File: config.mk
export PLATFORM = sky130hd
export DESIGN_NAME = lcd_line_timing_controller_flat
export DESIGN_NICKNAME = d
export VERILOG_FILES = /design/src/hdl/lltc_pkg.sv /design/src/hdl/lltc_if.sv /design/src/hdl/lcd_line_timing_controller.sv /design/src/hdl/lltc_cfg_regs.sv /design/src/hdl/lltc_core.sv /design/src/flat_wrapper.sv
export SDC_FILE = /design/constraint.sdc
export NUM_CORES = 1
export LEC_CHECK = 0
export BUFFER_PORTS_ARGS = -buffer_cell sky130_fd_sc_hd__buf_2
export CORE_ASPECT_RATIO = 0.7
export CORE_MARGIN = 5
export CORE_UTILIZATION = 26
export CTS_CLUSTER_SIZE = 25
export DETAILED_ROUTE_END_ITERATION = 12
export HOLD_SLACK_MARGIN = 0.12
export PLACE_DENSITY = 0.47
export SETUP_SLACK_MARGIN = 0.4
export SYNTH_ARGS = -nofsm -noshare
export SYNTH_HDL_FRONTEND = slang
export SYNTH_SLANG_ARGS = --single-unit
File: constraint.sdc
create_clock -name clk_i -period 3 [get_ports clk_i]
set_input_delay 0.9 -clock clk_i [delete_from_list [all_inputs] [get_ports clk_i]]
set_output_delay 0.9 -clock clk_i [all_outputs]
set_load 0.02 [all_outputs]
File: src/hdl/lltc_pkg.sv
// Package for the LCD line timing controller: codes, widths and shared types.
`default_nettype none
package lltc_pkg;

  localparam int unsigned LINE_W      = 8;
  localparam int unsigned CYCLE_W     = 8;
  localparam int unsigned CFG_IDX_W   = 3;
  localparam int unsigned CFG_DATA_W  = 8;
  localparam int unsigned OAM_CYCLES  = 80;
  localparam int unsigned XFER_CYCLES = 172;

  typedef enum logic {
    OP_ADVANCE    = 1'b0,
    OP_LINE_RESET = 1'b1
  } op_e;

  typedef enum logic [1:0] {
    MODE_HBLANK = 2'd0,
    MODE_VBLANK = 2'd1,
    MODE_OAM    = 2'd2,
    MODE_XFER   = 2'd3
  } mode_e;

  typedef enum logic [CFG_IDX_W-1:0] {
    CFG_DISPLAY_ENABLE   = 3'd0,
    CFG_LINE_COMPARE     = 3'd1,
    CFG_COMPARE_IRQ_EN   = 3'd2,
    CFG_OAM_IRQ_EN       = 3'd3,
    CFG_VBLANK_IRQ_EN    = 3'd4,
    CFG_HBLANK_IRQ_EN    = 3'd5
  } cfg_idx_e;

  // Configuration state handed from the register file to the timing core.
  typedef struct packed {
    logic              display_enable;
    logic [LINE_W-1:0] line_compare;
    logic              compare_irq_enable;
    logic              oam_irq_enable;
    logic              vblank_irq_enable;
    logic              hblank_irq_enable;
  } cfg_t;

  // One result item as held in the output register.
  typedef struct packed {
    logic [LINE_W-1:0] current_line;
    mode_e             current_mode;
    logic              coincidence;
    logic              render_strobe;
    logic [LINE_W-1:0] render_row;
    logic              vblank_pulse;
    logic              frame_done;
    logic              stat_irq;
  } res_t;

endpackage
`default_nettype wire

File: src/hdl/lltc_if.sv
// Channel interfaces of the LCD line timing controller: input, result and configuration.
`default_nettype none
interface lltc_in_if
  import lltc_pkg::*;
();
  logic               valid;
  logic               ready;
  logic               op;
  logic [CYCLE_W-1:0] cycle_count;

  modport source (output valid, output op, output cycle_count, input ready);
  modport sink   (input valid, input op, input cycle_count, output ready);
endinterface

interface lltc_out_if
  import lltc_pkg::*;
();
  logic              valid;
  logic              ready;
  logic [LINE_W-1:0] current_line;
  logic [1:0]        current_mode;
  logic              coincidence;
  logic              render_strobe;
  logic [LINE_W-1:0] render_row;
  logic              vblank_pulse;
  logic              frame_done;
  logic              stat_irq;

  modport source (output valid, output current_line, output current_mode,
                  output coincidence, output render_strobe, output render_row,
                  output vblank_pulse, output frame_done, output stat_irq,
                  input ready);
  modport sink   (input valid, input current_line, input current_mode,
                  input coincidence, input render_strobe, input render_row,
                  input vblank_pulse, input frame_done, input stat_irq,
                  output ready);
endinterface

interface lltc_cfg_if
  import lltc_pkg::*;
();
  logic                  valid;
  logic                  ready;
  logic [CFG_IDX_W-1:0]  index;
  logic [CFG_DATA_W-1:0] data;

  modport source (output valid, output index, output data, input ready);
  modport sink   (input valid, input index, input data, output ready);
endinterface
`default_nettype wire

File: src/hdl/lcd_line_timing_controller.sv
// Top level of the LCD line timing controller.
//
// Usage: the input channel in_i carries one transaction per CPU event. With
// op advance and the display on, the cycle_count value is taken off the line
// timer; with op line reset, only the line counter is cleared. Every input transaction
// yields exactly one result transaction on out_o with the line, mode,
// coincidence flag, render and vblank strobes, frame end and STAT request.
// Configuration registers are written through cfg_i (index, data), which is
// always ready; writes are meant to happen while no transaction is in flight.
// After acceptance, the input register holds the transaction until the state
// update, which also loads the result register. Throughput is one transaction
// per cycle while the receiver does not stall; it is set by the timer and line
// update that sits between the input and result registers.
// When the receiver stalls, the result register holds its transaction and
// one more input is buffered in the input register; in_i.ready then drops.
// Reset (rst_ni low, asynchronous) sets a full line timer, line 0, mode 2,
// a clear coincidence flag, display enabled and all interrupt enables off.
`default_nettype none
module lcd_line_timing_controller
  import lltc_pkg::*;
#(
  parameter int unsigned LINE_CYCLES   = 456,
  parameter int unsigned VISIBLE_LINES = 144,
  parameter int unsigned TOTAL_LINES   = 154
) (
  input  wire        clk_i,
  input  wire        rst_ni,
  lltc_cfg_if.sink   cfg_i,
  lltc_in_if.sink    in_i,
  lltc_out_if.source out_o
);

  // Register values shared with the timing core.
  cfg_t cfg;

  lltc_cfg_regs u_cfg_regs (
    .clk_i  (clk_i),
    .rst_ni (rst_ni),
    .cfg_i  (cfg_i),
    .cfg_o  (cfg)
  );

  // The core owns the timing state; results are registered before out_o.
  lltc_core #(
    .LINE_CYCLES   (LINE_CYCLES),
    .VISIBLE_LINES (VISIBLE_LINES),
    .TOTAL_LINES   (TOTAL_LINES)
  ) u_core (
    .clk_i  (clk_i),
    .rst_ni (rst_ni),
    .cfg_i  (cfg),
    .in_i   (in_i),
    .out_o  (out_o)
  );

endmodule
`default_nettype wire

File: src/hdl/lltc_cfg_regs.sv
// Configuration register file of the LCD line timing controller.
`default_nettype none
module lltc_cfg_regs
  import lltc_pkg::*;
(
  input  wire       clk_i,
  input  wire       rst_ni,
  lltc_cfg_if.sink  cfg_i,
  output cfg_t      cfg_o
);

  cfg_t cfg_q, cfg_d;

  assign cfg_i.ready = 1'b1;

  always_comb begin
    cfg_d = cfg_q;
    if (cfg_i.valid) begin
      case (cfg_idx_e'(cfg_i.index))
        CFG_DISPLAY_ENABLE: cfg_d.display_enable     = cfg_i.data[0];
        CFG_LINE_COMPARE:   cfg_d.line_compare       = cfg_i.data[LINE_W-1:0];
        CFG_COMPARE_IRQ_EN: cfg_d.compare_irq_enable = cfg_i.data[0];
        CFG_OAM_IRQ_EN:     cfg_d.oam_irq_enable     = cfg_i.data[0];
        CFG_VBLANK_IRQ_EN:  cfg_d.vblank_irq_enable  = cfg_i.data[0];
        CFG_HBLANK_IRQ_EN:  cfg_d.hblank_irq_enable  = cfg_i.data[0];
        default:            cfg_d = cfg_q;
      endcase
    end
  end

  always_ff @(posedge clk_i or negedge rst_ni) begin
    if (!rst_ni) begin
      cfg_q                    <= '0;
      cfg_q.display_enable     <= 1'b1;
    end else begin
      cfg_q <= cfg_d;
    end
  end

  assign cfg_o = cfg_q;

endmodule
`default_nettype wire

File: src/hdl/lltc_core.sv
// Timing core: input register, line/mode state update and result register.
`default_nettype none
module lltc_core
  import lltc_pkg::*;
#(
  parameter int unsigned LINE_CYCLES   = 456,
  parameter int unsigned VISIBLE_LINES = 144,
  parameter int unsigned TOTAL_LINES   = 154
) (
  input  wire        clk_i,
  input  wire        rst_ni,
  input  wire cfg_t  cfg_i,
  lltc_in_if.sink    in_i,
  lltc_out_if.source out_o
);

  localparam int unsigned TIMER_W = $clog2(LINE_CYCLES + 1);
  localparam logic [TIMER_W-1:0] TimerFull  = TIMER_W'(LINE_CYCLES);
  localparam logic [TIMER_W-1:0] OamStart   = TIMER_W'(LINE_CYCLES - OAM_CYCLES);
  localparam logic [TIMER_W-1:0] XferStart  =
    TIMER_W'(LINE_CYCLES - OAM_CYCLES - XFER_CYCLES);
  localparam logic [LINE_W-1:0]  VisLines   = LINE_W'(VISIBLE_LINES);
  localparam logic [LINE_W-1:0]  TotLines   = LINE_W'(TOTAL_LINES);

  // Input stage.
  logic               s1_valid_q;
  op_e                s1_op_q;
  logic [CYCLE_W-1:0] s1_cycles_q;

  // Timing state.
  logic [TIMER_W-1:0] timer_q, timer_d;
  logic [LINE_W-1:0]  line_q, line_d;
  mode_e              mode_q, mode_d;
  logic               coin_q, coin_d;

  // Result stage.
  logic out_valid_q;
  res_t res_q, res_d;

  logic s1_adv;
  logic in_fire;

  assign s1_adv      = s1_valid_q && (!out_valid_q || out_o.ready);
  assign in_i.ready  = !s1_valid_q || s1_adv;
  assign in_fire     = in_i.valid && in_i.ready;

  always_comb begin
    logic              want;
    logic [LINE_W-1:0] line_inc;
    want     = 1'b0;
    line_inc = line_q + LINE_W'(1);
    timer_d  = timer_q;
    line_d   = line_q;
    mode_d   = mode_q;
    coin_d   = coin_q;
    res_d    = '0;

    if (s1_op_q == OP_LINE_RESET) begin
      line_d = '0;
    end else if (!cfg_i.display_enable) begin
      timer_d = TimerFull;
      line_d  = '0;
      mode_d  = MODE_VBLANK;
    end else begin
      if (TIMER_W'(s1_cycles_q) >= timer_q) begin
        timer_d = TimerFull;
        line_d  = line_inc;
        if (line_q >= VisLines) begin
          res_d.vblank_pulse = 1'b1;
          if (line_inc >= TotLines) begin
            line_d           = '0;
            res_d.frame_done = 1'b1;
          end
        end else begin
          res_d.render_strobe = 1'b1;
          res_d.render_row    = line_q;
        end
      end else begin
        timer_d = timer_q - TIMER_W'(s1_cycles_q);
      end

      if (line_d >= VisLines) begin
        mode_d = MODE_VBLANK;
        want   = cfg_i.vblank_irq_enable;
      end else if (timer_d >= OamStart) begin
        mode_d = MODE_OAM;
        want   = cfg_i.oam_irq_enable;
      end else if (timer_d >= XferStart) begin
        mode_d = MODE_XFER;
      end else begin
        mode_d = MODE_HBLANK;
        want   = cfg_i.hblank_irq_enable;
      end

      coin_d         = (line_d == cfg_i.line_compare);
      res_d.stat_irq = (want && (mode_d != mode_q)) ||
                       (coin_d && cfg_i.compare_irq_enable);
    end

    res_d.current_line = line_d;
    res_d.current_mode = mode_d;
    res_d.coincidence  = coin_d;
  end

  always_ff @(posedge clk_i or negedge rst_ni) begin
    if (!rst_ni) begin
      s1_valid_q  <= 1'b0;
      out_valid_q <= 1'b0;
      timer_q     <= TimerFull;
      line_q      <= '0;
      mode_q      <= MODE_OAM;
      coin_q      <= 1'b0;
    end else begin
      if (in_i.ready) begin
        s1_valid_q <= in_i.valid;
      end
      if (s1_adv) begin
        out_valid_q <= 1'b1;
        timer_q     <= timer_d;
        line_q      <= line_d;
        mode_q      <= mode_d;
        coin_q      <= coin_d;
      end else if (out_o.ready) begin
        out_valid_q <= 1'b0;
      end
    end
  end

  always_ff @(posedge clk_i) begin
    if (in_fire) begin
      s1_op_q     <= op_e'(in_i.op);
      s1_cycles_q <= in_i.cycle_count;
    end
    if (s1_adv) begin
      res_q <= res_d;
    end
  end

  assign out_o.valid         = out_valid_q;
  assign out_o.current_line  = res_q.current_line;
  assign out_o.current_mode  = res_q.current_mode;
  assign out_o.coincidence   = res_q.coincidence;
  assign out_o.render_strobe = res_q.render_strobe;
  assign out_o.render_row    = res_q.render_row;
  assign out_o.vblank_pulse  = res_q.vblank_pulse;
  assign out_o.frame_done    = res_q.frame_done;
  assign out_o.stat_irq      = res_q.stat_irq;

  // The line timer never runs down to zero and never exceeds a full line.
  a_timer_range: assert property (@(posedge clk_i) disable iff (!rst_ni)
    (timer_q != '0) && (timer_q <= TimerFull))
    else $error("line timer out of range");

  // A frame end always leaves the line counter at zero.
  a_frame_line0: assert property (@(posedge clk_i) disable iff (!rst_ni)
    (out_valid_q && res_q.frame_done) |-> (res_q.current_line == '0))
    else $error("frame end without line wrap");

  // A held input item is not dropped while the result stage is stalled.
  a_s1_hold: assert property (@(posedge clk_i) disable iff (!rst_ni)
    (s1_valid_q && !s1_adv) |=> (s1_valid_q && $stable(s1_cycles_q)))
    else $error("input stage lost a stalled transaction");

  // A state update always produces a result transaction.
  a_adv_result: assert property (@(posedge clk_i) disable iff (!rst_ni)
    s1_adv |=> out_valid_q)
    else $error("state advanced without a result");

  // An advance with the display on whose new line lies beyond the visible area
  // leaves the vblank mode in the mode register.
  a_vblank_mode: assert property (@(posedge clk_i) disable iff (!rst_ni)
    (s1_adv && s1_op_q == OP_ADVANCE && cfg_i.display_enable && line_d >= VisLines)
      |=> (mode_q == MODE_VBLANK))
    else $error("vblank line with wrong mode");

endmodule
`default_nettype wire
File: src/flat_wrapper.sv
// flat-port wrapper written by rule: the top's interface ports become plain ports
module lcd_line_timing_controller_flat import lltc_pkg::*;
#(
  parameter int unsigned LINE_CYCLES   = 456,
  parameter int unsigned VISIBLE_LINES = 144,
  parameter int unsigned TOTAL_LINES   = 154
)
  (clk_i, rst_ni, cfg_i_valid, cfg_i_index, cfg_i_data, cfg_i_ready, in_i_valid, in_i_op, in_i_cycle_count, in_i_ready, out_o_valid, out_o_current_line, out_o_current_mode, out_o_coincidence, out_o_render_strobe, out_o_render_row, out_o_vblank_pulse, out_o_frame_done, out_o_stat_irq, out_o_ready);
  lltc_cfg_if cfg_i_i ();
  lltc_in_if in_i_i ();
  lltc_out_if out_o_i ();
  input  wire clk_i;
  input  wire rst_ni;
  input wire logic [$bits(cfg_i_i.valid)-1:0] cfg_i_valid;
  input wire logic [$bits(cfg_i_i.index)-1:0] cfg_i_index;
  input wire logic [$bits(cfg_i_i.data)-1:0] cfg_i_data;
  output wire logic [$bits(cfg_i_i.ready)-1:0] cfg_i_ready;
  input wire logic [$bits(in_i_i.valid)-1:0] in_i_valid;
  input wire logic [$bits(in_i_i.op)-1:0] in_i_op;
  input wire logic [$bits(in_i_i.cycle_count)-1:0] in_i_cycle_count;
  output wire logic [$bits(in_i_i.ready)-1:0] in_i_ready;
  output wire logic [$bits(out_o_i.valid)-1:0] out_o_valid;
  output wire logic [$bits(out_o_i.current_line)-1:0] out_o_current_line;
  output wire logic [$bits(out_o_i.current_mode)-1:0] out_o_current_mode;
  output wire logic [$bits(out_o_i.coincidence)-1:0] out_o_coincidence;
  output wire logic [$bits(out_o_i.render_strobe)-1:0] out_o_render_strobe;
  output wire logic [$bits(out_o_i.render_row)-1:0] out_o_render_row;
  output wire logic [$bits(out_o_i.vblank_pulse)-1:0] out_o_vblank_pulse;
  output wire logic [$bits(out_o_i.frame_done)-1:0] out_o_frame_done;
  output wire logic [$bits(out_o_i.stat_irq)-1:0] out_o_stat_irq;
  input wire logic [$bits(out_o_i.ready)-1:0] out_o_ready;
  assign cfg_i_i.valid = cfg_i_valid;
  assign cfg_i_i.index = cfg_i_index;
  assign cfg_i_i.data = cfg_i_data;
  assign cfg_i_ready = cfg_i_i.ready;
  assign in_i_i.valid = in_i_valid;
  assign in_i_i.op = in_i_op;
  assign in_i_i.cycle_count = in_i_cycle_count;
  assign in_i_ready = in_i_i.ready;
  assign out_o_valid = out_o_i.valid;
  assign out_o_current_line = out_o_i.current_line;
  assign out_o_current_mode = out_o_i.current_mode;
  assign out_o_coincidence = out_o_i.coincidence;
  assign out_o_render_strobe = out_o_i.render_strobe;
  assign out_o_render_row = out_o_i.render_row;
  assign out_o_vblank_pulse = out_o_i.vblank_pulse;
  assign out_o_frame_done = out_o_i.frame_done;
  assign out_o_stat_irq = out_o_i.stat_irq;
  assign out_o_i.ready = out_o_ready;
  lcd_line_timing_controller #(.LINE_CYCLES(LINE_CYCLES), .VISIBLE_LINES(VISIBLE_LINES), .TOTAL_LINES(TOTAL_LINES)) u_core (.clk_i(clk_i), .rst_ni(rst_ni), .cfg_i(cfg_i_i), .in_i(in_i_i), .out_o(out_o_i));
endmodule
Yosys cells after proc, flatten, opt, wreduce, memory -nomap -nowiden
Index checks and enable logic that the tools add are counted.

operators by class
  magnitude comparators = 6
  add/subtract/negate cells = 2
  equality and inequality tests = 7
  reduce and logical (&&, ||, !) cells = 22
  muxes and demuxes = 30
  bitwise gates (word level) = 4

operator list
  cell                                                                                 count
  8-bit 2-to-1 mux                                                                     7
  9-bit 2-to-1 mux                                                                     5
  8-bit greater-or-equal comparator, second input constant                             3
  2-bit 2-to-1 mux                                                                     8
  2-bit AND reduction                                                                  7
  1-bit 2-to-1 mux                                                                     10
  8-bit by 9-bit greater-or-equal comparator with 1-bit output                         1
  9-bit by 8-bit greater-or-equal comparator with 1-bit output, second input constant  1
  9-bit greater-or-equal comparator, second input constant                             1
  9-bit by 8-bit subtractor with 9-bit output                                          1
  8-bit by 1-bit adder with 8-bit output, second input constant                        1
  8-bit == test                                                                        1
  4-bit OR reduction                                                                   2
  3-bit by 2-bit == test with 1-bit output, second input constant                      2
  3-bit == test, second input constant                                                 2
  1-bit logical AND                                                                    4
  1-bit inverter                                                                       4
  3-bit by 1-bit == test with 1-bit output, second input constant                      1
  3-bit zero test                                                                      1
  1-bit logical OR                                                                     3
  3-bit OR reduction                                                                   1
  1-bit zero test                                                                      2
  2-bit inequality test                                                                1
  2-bit nonzero test                                                                   1
  2-bit OR reduction                                                                   1

storage, ports and cells
  output and inout port bits = 26
  flip-flop bits (word level) = 67
  word-level logic and storage cells = 93

Depth between registers and ports, before layout
Gate-level depths: netlist (run 1).

  depth after elaboration = 14
  mapped depth = 13
  mapped depth without buffers = 13

Modules after synthesis
A second synthesis (run 1) with hierarchy kept.

second synthesis, totals
  cells, all modules = 352
  area, all modules = 3,862.5 um^2

modules (own cells, without submodules)
  module         sequential area each (um^2)  area an instance (um^2)  instances  cells each
  lltc_core      1,517.7                      3,273.1                  1          317
  lltc_cfg_regs  326.6                        589.3                    1          35

Worst setup path after synthesis (run 1)
OpenSTA, ideal clock, no wires.

  path type = reg-to-reg
  from = reg u_core.u_core.line_q[0]
  to = reg u_core.u_core.res_q (netlist bit u_core.u_core.out_o.stat_irq), data pin
  cell stages (with the launch flop) = 13
  buffers on the path = 2
  library setup time = 0.154 ns
  setup slack = 0.118 ns
  arrival time = 2.729 ns
  clock period less this slack = 2.882 ns
  cells stage by stage = dfrtp_1 > buf_2 > inv_1 > ha_1 > o311a_1 > o31ai_2 > a21oi_2 > buf_6 > o211a_1 > a311oi_1 > and4_1 > nand4b_2 > o22ai_1

between the ends
  longest elaborated chain between the ends = 14
  elaborated cells on any way between the ends = 20
  classes of those cells = add/sub: 1; order compare: 3; eq/ne: 2; mux: 11; reduce/logical: 3

RTL lines
  item                                    RTL line          source
  from (decl)                             lltc_core.sv:32   logic [LINE_W-1:0] line_q, line_d;
  from (signal assigned)                  lltc_core.sv:120  line_q <= line_d;
  8-bit by 1-bit adder with 8-bit output  lltc_core.sv:51   line_inc = line_q + LINE_W'(1);
  8-bit greater-or-equal comparator       lltc_core.sv:70   if (line_inc >= TotLines) begin
  8-bit 2-to-1 mux                        lltc_core.sv:70
  8-bit 2-to-1 mux                        lltc_core.sv:68   if (line_q >= VisLines) begin
  8-bit 2-to-1 mux *                      lltc_core.sv:65   if (TIMER_W'(s1_cycles_q) >= timer_q) begin
  8-bit 2-to-1 mux *                      lltc_core.sv:60   end else if (!cfg_i.display_enable) begin
  8-bit 2-to-1 mux *                      lltc_core.sv:58   if (s1_op_q == OP_LINE_RESET) begin
  8-bit greater-or-equal comparator       lltc_core.sv:82   if (line_d >= VisLines) begin
  2-bit 2-to-1 mux                        lltc_core.sv:82
  2-bit 2-to-1 mux                        lltc_core.sv:60
  2-bit 2-to-1 mux                        lltc_core.sv:58
  2-bit inequality test                   lltc_core.sv:96   res_d.stat_irq = (want && (mode_d != mode_q)) ||
  1-bit logical AND                       lltc_core.sv:96
  1-bit logical OR *                      lltc_core.sv:96
  to (signal assigned)                    lltc_core.sv:135  res_q <= res_d;
  to (decl)                               lltc_core.sv:38   res_t res_q, res_d;

Mark *: on every way between the ends. The rest lies on a longest branch, timed or not. The select of a mux whose other input is x is not followed.
A chain may end at the register's enable or synchronous reset.

Final worst setup path (run 1)
  from = reg u_core.u_core.timer_q[0]
  to = reg u_core.u_core.res_q (netlist bit u_core.u_core.out_o.stat_irq), data pin

between the ends
  longest elaborated chain between the ends = 13
  elaborated cells on any way between the ends = 26
  classes of those cells = add/sub: 1; order compare: 4; eq/ne: 2; mux: 16; reduce/logical: 3

RTL lines
  item                                                                                                                                RTL line                          source
  from (decl)                                                                                                                         lltc_core.sv:31                   logic [TIMER_W-1:0] timer_q, timer_d;
  from (signal assigned)                                                                                                              lltc_core.sv:109                  timer_q <= TimerFull;
  from (signal assigned)                                                                                                              lltc_core.sv:119                  timer_q <= timer_d;
  9-bit by 8-bit subtractor with 9-bit output / 8-bit by 9-bit greater-or-equal comparator with 1-bit output (equally long branches)  lltc_core.sv:79, lltc_core.sv:65
  9-bit 2-to-1 mux                                                                                                                    lltc_core.sv:65
  9-bit 2-to-1 mux                                                                                                                    lltc_core.sv:60
  9-bit 2-to-1 mux                                                                                                                    lltc_core.sv:58
  9-bit by 8-bit greater-or-equal comparator with 1-bit output                                                                        lltc_core.sv:88                   end else if (timer_d >= XferStart) begin
  2-bit 2-to-1 mux                                                                                                                    lltc_core.sv:88
  2-bit 2-to-1 mux                                                                                                                    lltc_core.sv:85                   end else if (timer_d >= OamStart) begin
  2-bit 2-to-1 mux                                                                                                                    lltc_core.sv:82
  2-bit 2-to-1 mux                                                                                                                    lltc_core.sv:60
  2-bit 2-to-1 mux                                                                                                                    lltc_core.sv:58
  2-bit inequality test                                                                                                               lltc_core.sv:96
  1-bit logical AND                                                                                                                   lltc_core.sv:96
  1-bit logical OR *                                                                                                                  lltc_core.sv:96

Marks and branches as above.

==> results of run 1 <==
## repair_timing
item,in CTS,in global routing
pin swaps,18,25
setup endpoints to repair,7,10
setup buffers,9,7
resized for setup,34,15
## cell families after synthesis
family                     share of synthesized area, %
DFF                                                48.5
AOI/OAI and AO/OA                                  18.8
muxes                                              2.90
adders and majority gates                          4.15
other                                            0.0986
and+or+nand+nor                                    17.2
buffers and inverters                              5.36
xor gates and xnor gates                           2.99
## through the flow
stage               std cells  utilization, %  hold WS, ps  instance area (um2)
global placement          629            30.9          471                 4500
floorplan                 373               -          454                 3890
CTS                       654            34.7          500                 5040
global route              661            35.5          518                 5160
finish                    661            35.5          495                 5160
detailed placement        629            30.9          493                 4500
## state kept, by name, indices dropped and copies added (netlist names)
signal and count:
u_core.u_cfg_regs.cfg_o 13, u_core.u_core.coin_q 1, u_core.u_core.out_o.vblank_pulse 1, u_core.u_core.out_o.render_strobe 1, u_core.u_core.out_o.stat_irq 1, u_core.u_core.timer_q 9
u_core.u_core.s1_op_q 1, u_core.u_core.out_o.coincidence 1, u_core.u_core.line_q 8, u_core.u_core.s1_cycles_q 8, u_core.u_core.out_o.render_row 8, u_core.u_core.s1_valid_q 1
u_core.u_core.out_o.current_line 8, u_core.u_core.out_o.valid 1, u_core.u_core.mode_q 2, u_core.u_core.out_o.frame_done 1, u_core.u_core.out_o.current_mode 2
## layer usage
| metal | GRT usage (%) | wire length (um) |
|---|---|---|
| met5 | 0 | 0 |
| met4 | 3.71 | 140 |
| met3 | 3.55 | 554 |
| met2 | 18.3 | 4470 |
| met1 | 18.6 | 5500 |
## area by class of cell
type | instances | area share [%]
multi-input combinational | 260 | 39.9
sequential | 67 | 35.8
timing repair buffer | 98 | 12.0
tap | 195 | 4.73
clock buffer | 10 | 4.44
inverter | 25 | 1.87
clock inverter | 6 | 1.26
## power by group through the flow
| stage | clock network (uW) | logic [uW] | registers (uW) |
|---|---|---|---|
| after CTS | 1090 | 1520 | 1250 |
| after floorplan | 0 | 913 | 1260 |
| after global routing | 1130 | 1880 | 1270 |
| after global placement | 0 | 1320 | 1250 |
| final | 1060 | 1730 | 1250 |
| after detailed placement | 0 | 1310 | 1250 |
## cells in the mapped netlist (5+ instances only)
cell type                  number  area share (%)
sky130_fd_sc_hd__xor2_1         6             1.4
sky130_fd_sc_hd__dfstp_2        6             4.1
sky130_fd_sc_hd__o21ai_1        5            0.66
sky130_fd_sc_hd__a21oi_1       15             2.0
sky130_fd_sc_hd__ha_1          11             3.6
sky130_fd_sc_hd__nor2_1        21             2.1
sky130_fd_sc_hd__nand2_1       31             3.1
sky130_fd_sc_hd__nand2b_1       7             1.2
sky130_fd_sc_hd__nand3_1       10             1.3
sky130_fd_sc_hd__o21ai_0       24             3.2
sky130_fd_sc_hd__and2_1        10             1.6
sky130_fd_sc_hd__nor3_1         9             1.2
sky130_fd_sc_hd__clkbuf_1       9            0.89
sky130_fd_sc_hd__dfrtp_1       29              19
sky130_fd_sc_hd__nor2b_1        7             1.2
sky130_fd_sc_hd__edfxtp_1      32              25
sky130_fd_sc_hd__inv_1         23             2.3
sky130_fd_sc_hd__buf_2          7            0.92
sky130_fd_sc_hd__mux2_2         8             2.4
sky130_fd_sc_hd__o22ai_1        6            0.99
sky130_fd_sc_hd__xnor2_1        7             1.6
## final timing paths
path                                                       from                                         end  slack [ps]  cells past startpoint
max                        u_core.u_core.timer_q[0]$_DFFE_PN0P_  u_core.u_core.out_o.stat_irq$_SDFFCE_PP0P_          20                     14
min                        u_core.u_core.s1_valid_q$_DFFE_PN0N_       u_core.u_core.out_o.valid$_DFFE_PN0P_         490                      1
max reg2reg                u_core.u_core.timer_q[0]$_DFFE_PN0P_  u_core.u_core.out_o.stat_irq$_SDFFCE_PP0P_          20                     14
min reg2reg                u_core.u_core.s1_valid_q$_DFFE_PN0N_       u_core.u_core.out_o.valid$_DFFE_PN0P_         490                      1
max in group asynchronous                                rst_ni         u_core.u_core.line_q[0]$_DFFE_PN0P_        1740                      1
min in group asynchronous                                rst_ni        u_core.u_core.s1_valid_q$_DFFE_PN0N_         670                      1
==> impl_results.rst, run 1 <==
.. list-table::
   :header-rows: 1

   * - Metric
     - Value
   * - Layout Skew
     - 10.5 ps
   * - Most frequent cells in the layout
     - sky130_fd_sc_hd__buf_2 (49), sky130_fd_sc_hd__buf_4 (47), sky130_fd_sc_hd__edfxtp_1 (32)
   * - Critical path class
     - flop to flop
   * - Prevailing post-synth register cell
     - sky130_fd_sc_hd__edfxtp_1
   * - Count of vias placed by the detailed router
     - 3172
   * - Worst path bufs/invs
     - 3
   * - RSZ-0062 raised after global routing
     - true
   * - Seq/Total Area, Yosys
     - 48.5%
   * - I/O pin cnt
     - 51
   * - Cell chosen for the clock root
     - sky130_fd_sc_hd__clkbuf_16
   * - Final worst path period need
     - 2980 ps
   * - Fraction of registers with async set or reset after synthesis
     - 52.2%
   * - Routed Wire Length
     - 10700 um
   * - Max transition margin
     - 43.7%
   * - EDFF count, synth
     - 32
   * - Run status
     - finished, final reports clean
   * - Nets@finish
     - 498
   * - Tcrit/Tclk final
     - 99.3%
   * - Register Area
     - 0.00185 mm2
   * - Largest stage delay on the critical path
     - 400 ps
   * - Count of unique library cells instantiated by Yosys
     - 72
   * - H-tree levels
     - 3
   * - Leakage power total
     - 0.00211 uW
   * - Cell Chain, Critical Path
     - inv_2 > ha_4 > inv_2 > fa_2 > buf_4 > a21o_1 > a21oi_1 > xnor2_1 > a211o_1 > a311oi_2 > nor2_1 > a211o_1 > a31oi_1 > o22ai_1
   * - DRC viols
     - 0
   * - Number of endpoints failing setup at the final stage
     - 0
   * - Number of rows in the core area
     - 37
   * - Multi-input gate area in the final layout
     - 0.00206 mm2
   * - Fmax achieved
     - 0.336 GHz
   * - Type of origin of the critical path
     - flop
   * - Worst slack, placed
     - -23.3 ps
   * - Max-capacitance violation count
     - 0
   * - Synthesized netlist cell count
     - 373
   * - Clock Power Share
     - 26.2%
   * - HPWL reported at the end of detailed placement
     - 7610 um
   * - Post-Route Setup TNS
     - 0 ps
   * - Clock transition at path regs
     - 60 ps
   * - Hold/Removal Path Class
     - flop to flop
   * - Synthesized area
     - 0.00380 mm2
   * - Initial standard-cell utilization of the core
     - 26.2%
   * - P_int
     - 2600 uW
   * - Transition time at the pin with the least slew margin
     - 845 ps
   * - Number of filler instances in the final layout
     - 1507
   * - Critical path required time
     - 3070 ps
   * - Pre-antenna DRT Iters
     - 4
   * - NetSw
     - 1450 uW
   * - Share of power burned in combinational logic
     - 42.7%
   * - Yosys Warn Count
     - 0
   * - Maximum number of pins on one net before global-route repair
     - 36
   * - Highest net fanout along the worst path
     - 2
   * - Overflow after GRT
     - 0
   * - P per Cell Area
     - 784 mW/mm2
   * - Final total power
     - 4040 uW
   * - Inserted Diodes
     - 0
   * - Area growth from synthesis to layout
     - 35.7%
   * - Number of vias per cell
     - 4.80
   * - Setup WS post-layout
     - 22.1 ps
   * - Net count after synthesis
     - 410
   * - Clock sinks
     - 67
   * - Initial antenna violation count
     - 0
   * - Number of pins exceeding their max-slew limit in the final report
     - 0
   * - Initial drt markers
     - 136
   * - Worst-skew pair later-pin latency
     - 340 ps
   * - Horizontal extent of the die
     - 155 um
   * - Port-buffer cells
     - 49
   * - CTS tree
     - done
   * - Antenna-violating nets left
     - 0
   * - Die area
     - 0.0172 mm2
   * - Number of global-route vias before repair
     - 3262
   * - Data arrival time at the worst-slack endpoint
     - 3040 ps
   * - Slowest cell on the critical path
     - sky130_fd_sc_hd__fa_2
   * - FF+latch count, synth
     - 67
   * - Core ar.
     - 0.0145 mm2
   * - Final-report hold violation count
     - 0
   * - Most common library cell in the layout ignoring fill and taps
     - sky130_fd_sc_hd__buf_2
   * - Net Sw Frac
     - 35.8%
   * - Cell type group with the largest total delay on the critical path
     - compound AO/OA/AOI/OAI gates
   * - Number of buffers added to fix hold violations after cts
     - 0
   * - Total GRT Usage
     - 12.7%
   * - Max Root-Sink Buffers
     - 2
   * - First-pass GRT wire length
     - 17500 um
   * - Critical Path Sink Type
     - flop
   * - Per-instance average area after synthesis
     - 10.2 um2
   * - Sequential group share of total power
     - 31.0%
   * - Per-cell routed wire length
     - 16.1 um
   * - Worst-case vdd ir drop
     - 0.000318 V
   * - Vertical die dimension
     - 111 um
   * - Number of buffers added by the clock tree synthesis step
     - 9
   * - Weighted congestion reported at the end of routability-driven placement
     - 0.879
   * - Share of layout cells above drive strength 1
     - 39.3%
Note: power is estimated with default switching activity, not from simulation.
==> inputs of run 2 (changes only) <==
--- a/config.mk
+++ b/config.mk
@@ -5,6 +5,7 @@
 export SDC_FILE = /design/constraint.sdc
 export NUM_CORES = 1
 export LEC_CHECK = 0
+export ABC_AREA = 1
 export BUFFER_PORTS_ARGS = -buffer_cell sky130_fd_sc_hd__buf_2
 export CORE_ASPECT_RATIO = 0.7
 export CORE_MARGIN = 5
==> run 2 against run 1 <==
Effect of this change:
- design area is 5.6% lower
- utilization is 0.61 points lower
- global-route usage is 1.4 points lower
- sequential power is 4% higher
- total power is 2.0% higher
- register-to-register slack better by 370 ps
- maximum frequency is 14% higher
- clock power hardly changed
- die area is 2.0% lower
- flip-flop and latch count stayed put
- cell count is 4.2% higher
==> impl_results.rst, run 2 <==
.. list-table::
   :header-rows: 1

   * - Metric
     - Value
   * - Run status
     - finished, final reports clean
   * - Yosys Warn Count
     - 0
   * - Number of rows in the core area
     - 36
   * - Number of vias per cell
     - 4.35
   * - Transition time at the pin with the least slew margin
     - 848 ps
   * - Data arrival time at the worst-slack endpoint
     - 2710 ps
   * - Depth of the worst hold-timing path
     - 2
   * - Most numerous cell in the Yosys netlist
     - sky130_fd_sc_hd__nand2_1
   * - Worst path bufs/invs
     - 2
   * - Port-buffer cells
     - 49
   * - Clock sinks
     - 67
   * - Antenna-violating nets left
     - 0
   * - Routed Wire Length
     - 9540 um
   * - Max Root-Sink Buffers
     - 2
   * - Core ar.
     - 0.0140 mm2
   * - Crit-path most repeated cell
     - sky130_fd_sc_hd__nand2_2
   * - Area growth from synthesis to layout
     - 30.9%
   * - Worst-case vdd ir drop
     - 0.000386 V
   * - Overflow after GRT
     - 0
   * - Count of vias placed by the detailed router
     - 2994
   * - Most common library cell in the layout ignoring fill and taps
     - sky130_fd_sc_hd__nand2_1
   * - I/O pin cnt
     - 51
   * - Number of pins exceeding their max-slew limit in the final report
     - 0
   * - Seq/Total Area, Yosys
     - 49.6%
   * - Vertical die dimension
     - 110 um
   * - Net count after synthesis
     - 457
   * - Cell chosen for the clock root
     - sky130_fd_sc_hd__clkbuf_16
   * - Max-capacitance violation count
     - 0
   * - Tcrit/Tclk final
     - 87.0%
   * - Highest net fanout along the worst path
     - 5
   * - Cell type group with the largest total delay on the critical path
     - simple AND/OR/NAND/NOR gates
   * - Synthesized netlist cell count
     - 420
   * - Reg-to-reg setup timing slack
     - 390 ps
   * - Hold/Removal Path Class
     - flop to flop
   * - Initial standard-cell utilization of the core
     - 26.6%
   * - Number of global-route vias before repair
     - 2877
   * - Metal2 WL
     - 3880 um
   * - EDFF count, synth
     - 32
   * - Prevailing post-synth register cell
     - sky130_fd_sc_hd__edfxtp_1
   * - Layout Skew
     - 8.26 ps
   * - Number of cells traversed by the worst register-to-register path
     - 17
   * - Final total power
     - 4130 uW
   * - P per Cell Area
     - 847 mW/mm2
   * - Leakage power total
     - 0.00217 uW
   * - Worst-skew pair later-pin latency
     - 340 ps
   * - Maximum number of pins on one net before global-route repair
     - 36
   * - Count of unique library cells instantiated by Yosys
     - 43
   * - Fin util
     - 34.9%
   * - Synthesized area
     - 0.00372 mm2
   * - Slowest cell on the critical path
     - sky130_fd_sc_hd__dfrtp_1
   * - Pre-antenna DRT Iters
     - 4
   * - Number of buffers added to fix hold violations after cts
     - 0
   * - CP Capture Point
     - u_core.u_core.out_o.stat_irq$_SDFFCE_PP0P_
   * - Final worst path period need
     - 2610 ps
   * - Top layer used by detailed routing
     - met4
   * - Capture point of the worst reg-to-reg path
     - u_core.u_core.out_o.stat_irq$_SDFFCE_PP0P_
   * - Nets@finish
     - 531
   * - Clock transition at path regs
     - 60 ps
   * - Fraction of registers with async set or reset after synthesis
     - 52.2%
   * - Number of endpoints failing setup at the final stage
     - 0
   * - Critical path required time
     - 3100 ps
   * - FF+latch count, synth
     - 67
   * - Critical path class
     - flop to flop
   * - Final-report hold violation count
     - 0
   * - Number of cells in the design after placement
     - 658
   * - Top-area cell type share of the netlist area
     - 25.8%
   * - Total GRT Usage
     - 11.3%
   * - Most frequent cells in the layout
     - sky130_fd_sc_hd__nand2_1 (96), sky130_fd_sc_hd__inv_1 (56), sky130_fd_sc_hd__buf_2 (49)
   * - H-tree levels
     - 3
   * - Leading cell types by count after synthesis
     - sky130_fd_sc_hd__nand2_1 (111), sky130_fd_sc_hd__inv_1 (61), sky130_fd_sc_hd__nor2_1 (42)
   * - Horizontal extent of the die
     - 153 um
   * - Inserted Diodes
     - 0
   * - Weighted congestion reported at the end of routability-driven placement
     - 0.879
   * - Type of origin of the critical path
     - flop
   * - Met3 routed WL
     - 458 um
   * - RSZ-0062 raised after global routing
     - true
   * - Fmax achieved
     - 0.383 GHz
   * - Initial drt markers
     - 258
   * - Per-instance average area after synthesis
     - 8.86 um2
   * - Largest stage delay on the critical path
     - 420 ps
   * - Max transition margin
     - 43.4%
   * - WP depth
     - 17
   * - First-pass GRT wire length
     - 15000 um
   * - Final standard cell count with taps included and fillers excluded
     - 689
   * - Multi-input gate area in the final layout
     - 0.00182 mm2
   * - Share of layout cells above drive strength 1
     - 33.7%
   * - Post-Route Setup TNS
     - 0 ps
   * - Cell types with the largest area share after synthesis
     - sky130_fd_sc_hd__edfxtp_1 (26%), sky130_fd_sc_hd__dfrtp_1 (20%), sky130_fd_sc_hd__nand2_1 (11%)
   * - Register Area
     - 0.00185 mm2
   * - Startpoint of the most critical register-to-register path
     - u_core.u_core.timer_q[2]$_DFFE_PN0P_
   * - Initial antenna violation count
     - 0
   * - Per-cell routed wire length
     - 13.8 um
   * - DRC viols
     - 0
   * - Post-synthesis cell type with the largest combined area
     - sky130_fd_sc_hd__edfxtp_1
   * - Number of filler instances in the final layout
     - 1454
   * - Flip-flop count of the largest register after layout
     - 13
   * - Critical Path Sink Type
     - flop
   * - Die area
     - 0.0168 mm2
   * - Number of buffers added by the clock tree synthesis step
     - 9
   * - CTS tree
     - done
   * - Worst setup path startpoint
     - u_core.u_core.timer_q[2]$_DFFE_PN0P_
   * - Cell Chain, Critical Path
     - ha_4 > nand2_2 > nand2_2 > nand2_2 > nand2_2 > nand2_2 > nand3_4 > nand2_8 > buf_6 > buf_6 > o21ai_4 > nand3_4 > o21ai_4 > and3_4 > nor2_1 > nand2_1 > nand2_1
   * - Met1 layer wirelength in the final routing
     - 5140 um
   * - HPWL reported at the end of detailed placement
     - 6960 um
-- run 2: worst min-delay path by stage --
stage	from	end	slack, ps
floorplan	u_core.u_cfg_regs.cfg_o[1]$_DFFE_PN0P_	u_core.u_cfg_regs.cfg_o[1]$_DFFE_PN0P_	450
global placement	u_core.u_core.coin_q$_DFFE_PN0P_	u_core.u_core.coin_q$_DFFE_PN0P_	470
detailed placement	u_core.u_core.coin_q$_DFFE_PN0P_	u_core.u_core.coin_q$_DFFE_PN0P_	470
CTS	u_core.u_core.coin_q$_DFFE_PN0P_	u_core.u_core.coin_q$_DFFE_PN0P_	490
global route	u_core.u_core.coin_q$_DFFE_PN0P_	u_core.u_core.coin_q$_DFFE_PN0P_	500
finish	u_core.u_core.coin_q$_DFFE_PN0P_	u_core.u_core.coin_q$_DFFE_PN0P_	480
-- run 2: metal layers --
layer,vias to the layer above,global-route usage [%]
met4,0,3.69
met5,-,0
met3,4,2.77
li1,1517,-
met1,1400,17.3
met2,73,15.5
-- run 2: worst register-to-register path: stages (launching register included) --
cell and delay, ps:
sky130_fd_sc_hd__dfrtp_1 420, sky130_fd_sc_hd__ha_4 310, sky130_fd_sc_hd__nand2_2 50, sky130_fd_sc_hd__nand2_2 70, sky130_fd_sc_hd__nand2_2 70, sky130_fd_sc_hd__nand2_2 70, sky130_fd_sc_hd__nand2_2 60, sky130_fd_sc_hd__nand3_4 130
sky130_fd_sc_hd__nand2_8 80, sky130_fd_sc_hd__buf_6 130, sky130_fd_sc_hd__buf_6 110, sky130_fd_sc_hd__o21ai_4 200, sky130_fd_sc_hd__nand3_4 120, sky130_fd_sc_hd__o21ai_4 220, sky130_fd_sc_hd__and3_4 210, sky130_fd_sc_hd__nor2_1 40
sky130_fd_sc_hd__nand2_1 60, sky130_fd_sc_hd__nand2_1 50
-- run 2: cell type report --
cell class	count	share of cell area (%)
tap	190	4.88
multi-input combinational	281	37.4
clock inverter	2	0.719
timing repair buffer	68	8.37
clock buffer	14	5.42
sequential	67	37.9
inverter	67	5.32
-- run 2: what timing repair did --
item	in CTS	in global routing
endpoints found under the setup margin	2	6
pin swaps	1	35
resized for setup	2	59
setup buffers	0	15
-- run 2: report_power, final --
group | switching (uW) | total [uW] | leakage [uW] | internal (uW)
registers | 126 | 1300 | 0.000747 | 1170
clock network | 378 | 1070 | 0.000147 | 688
logic | 1030 | 1760 | 0.00127 | 734
-- run 2: cell families (layout without fill, tap and decap cells) --
logic type,Yosys count,count (layout),synth area share [%]
AOI/OAI and AO/OA,41,41,7.27
and+or+nand+nor,211,211,26.5
adders and majority gates,12,12,4.24
other,1,1,0.101
muxes,6,6,1.82
buffers and inverters,72,151,7.97
xor gates and xnor gates,10,10,2.56
DFF,67,67,49.6
-- run 2: through the flow --
step                      area, um2  hold slack [ps]  worst slack [ps]
final                          4870              485               390
after global routing           4870              500               268
after CTS                      4500              487               404
after detailed placement       4190              471               328
after global placement         4190              467               341
after floorplan                3720              448               610
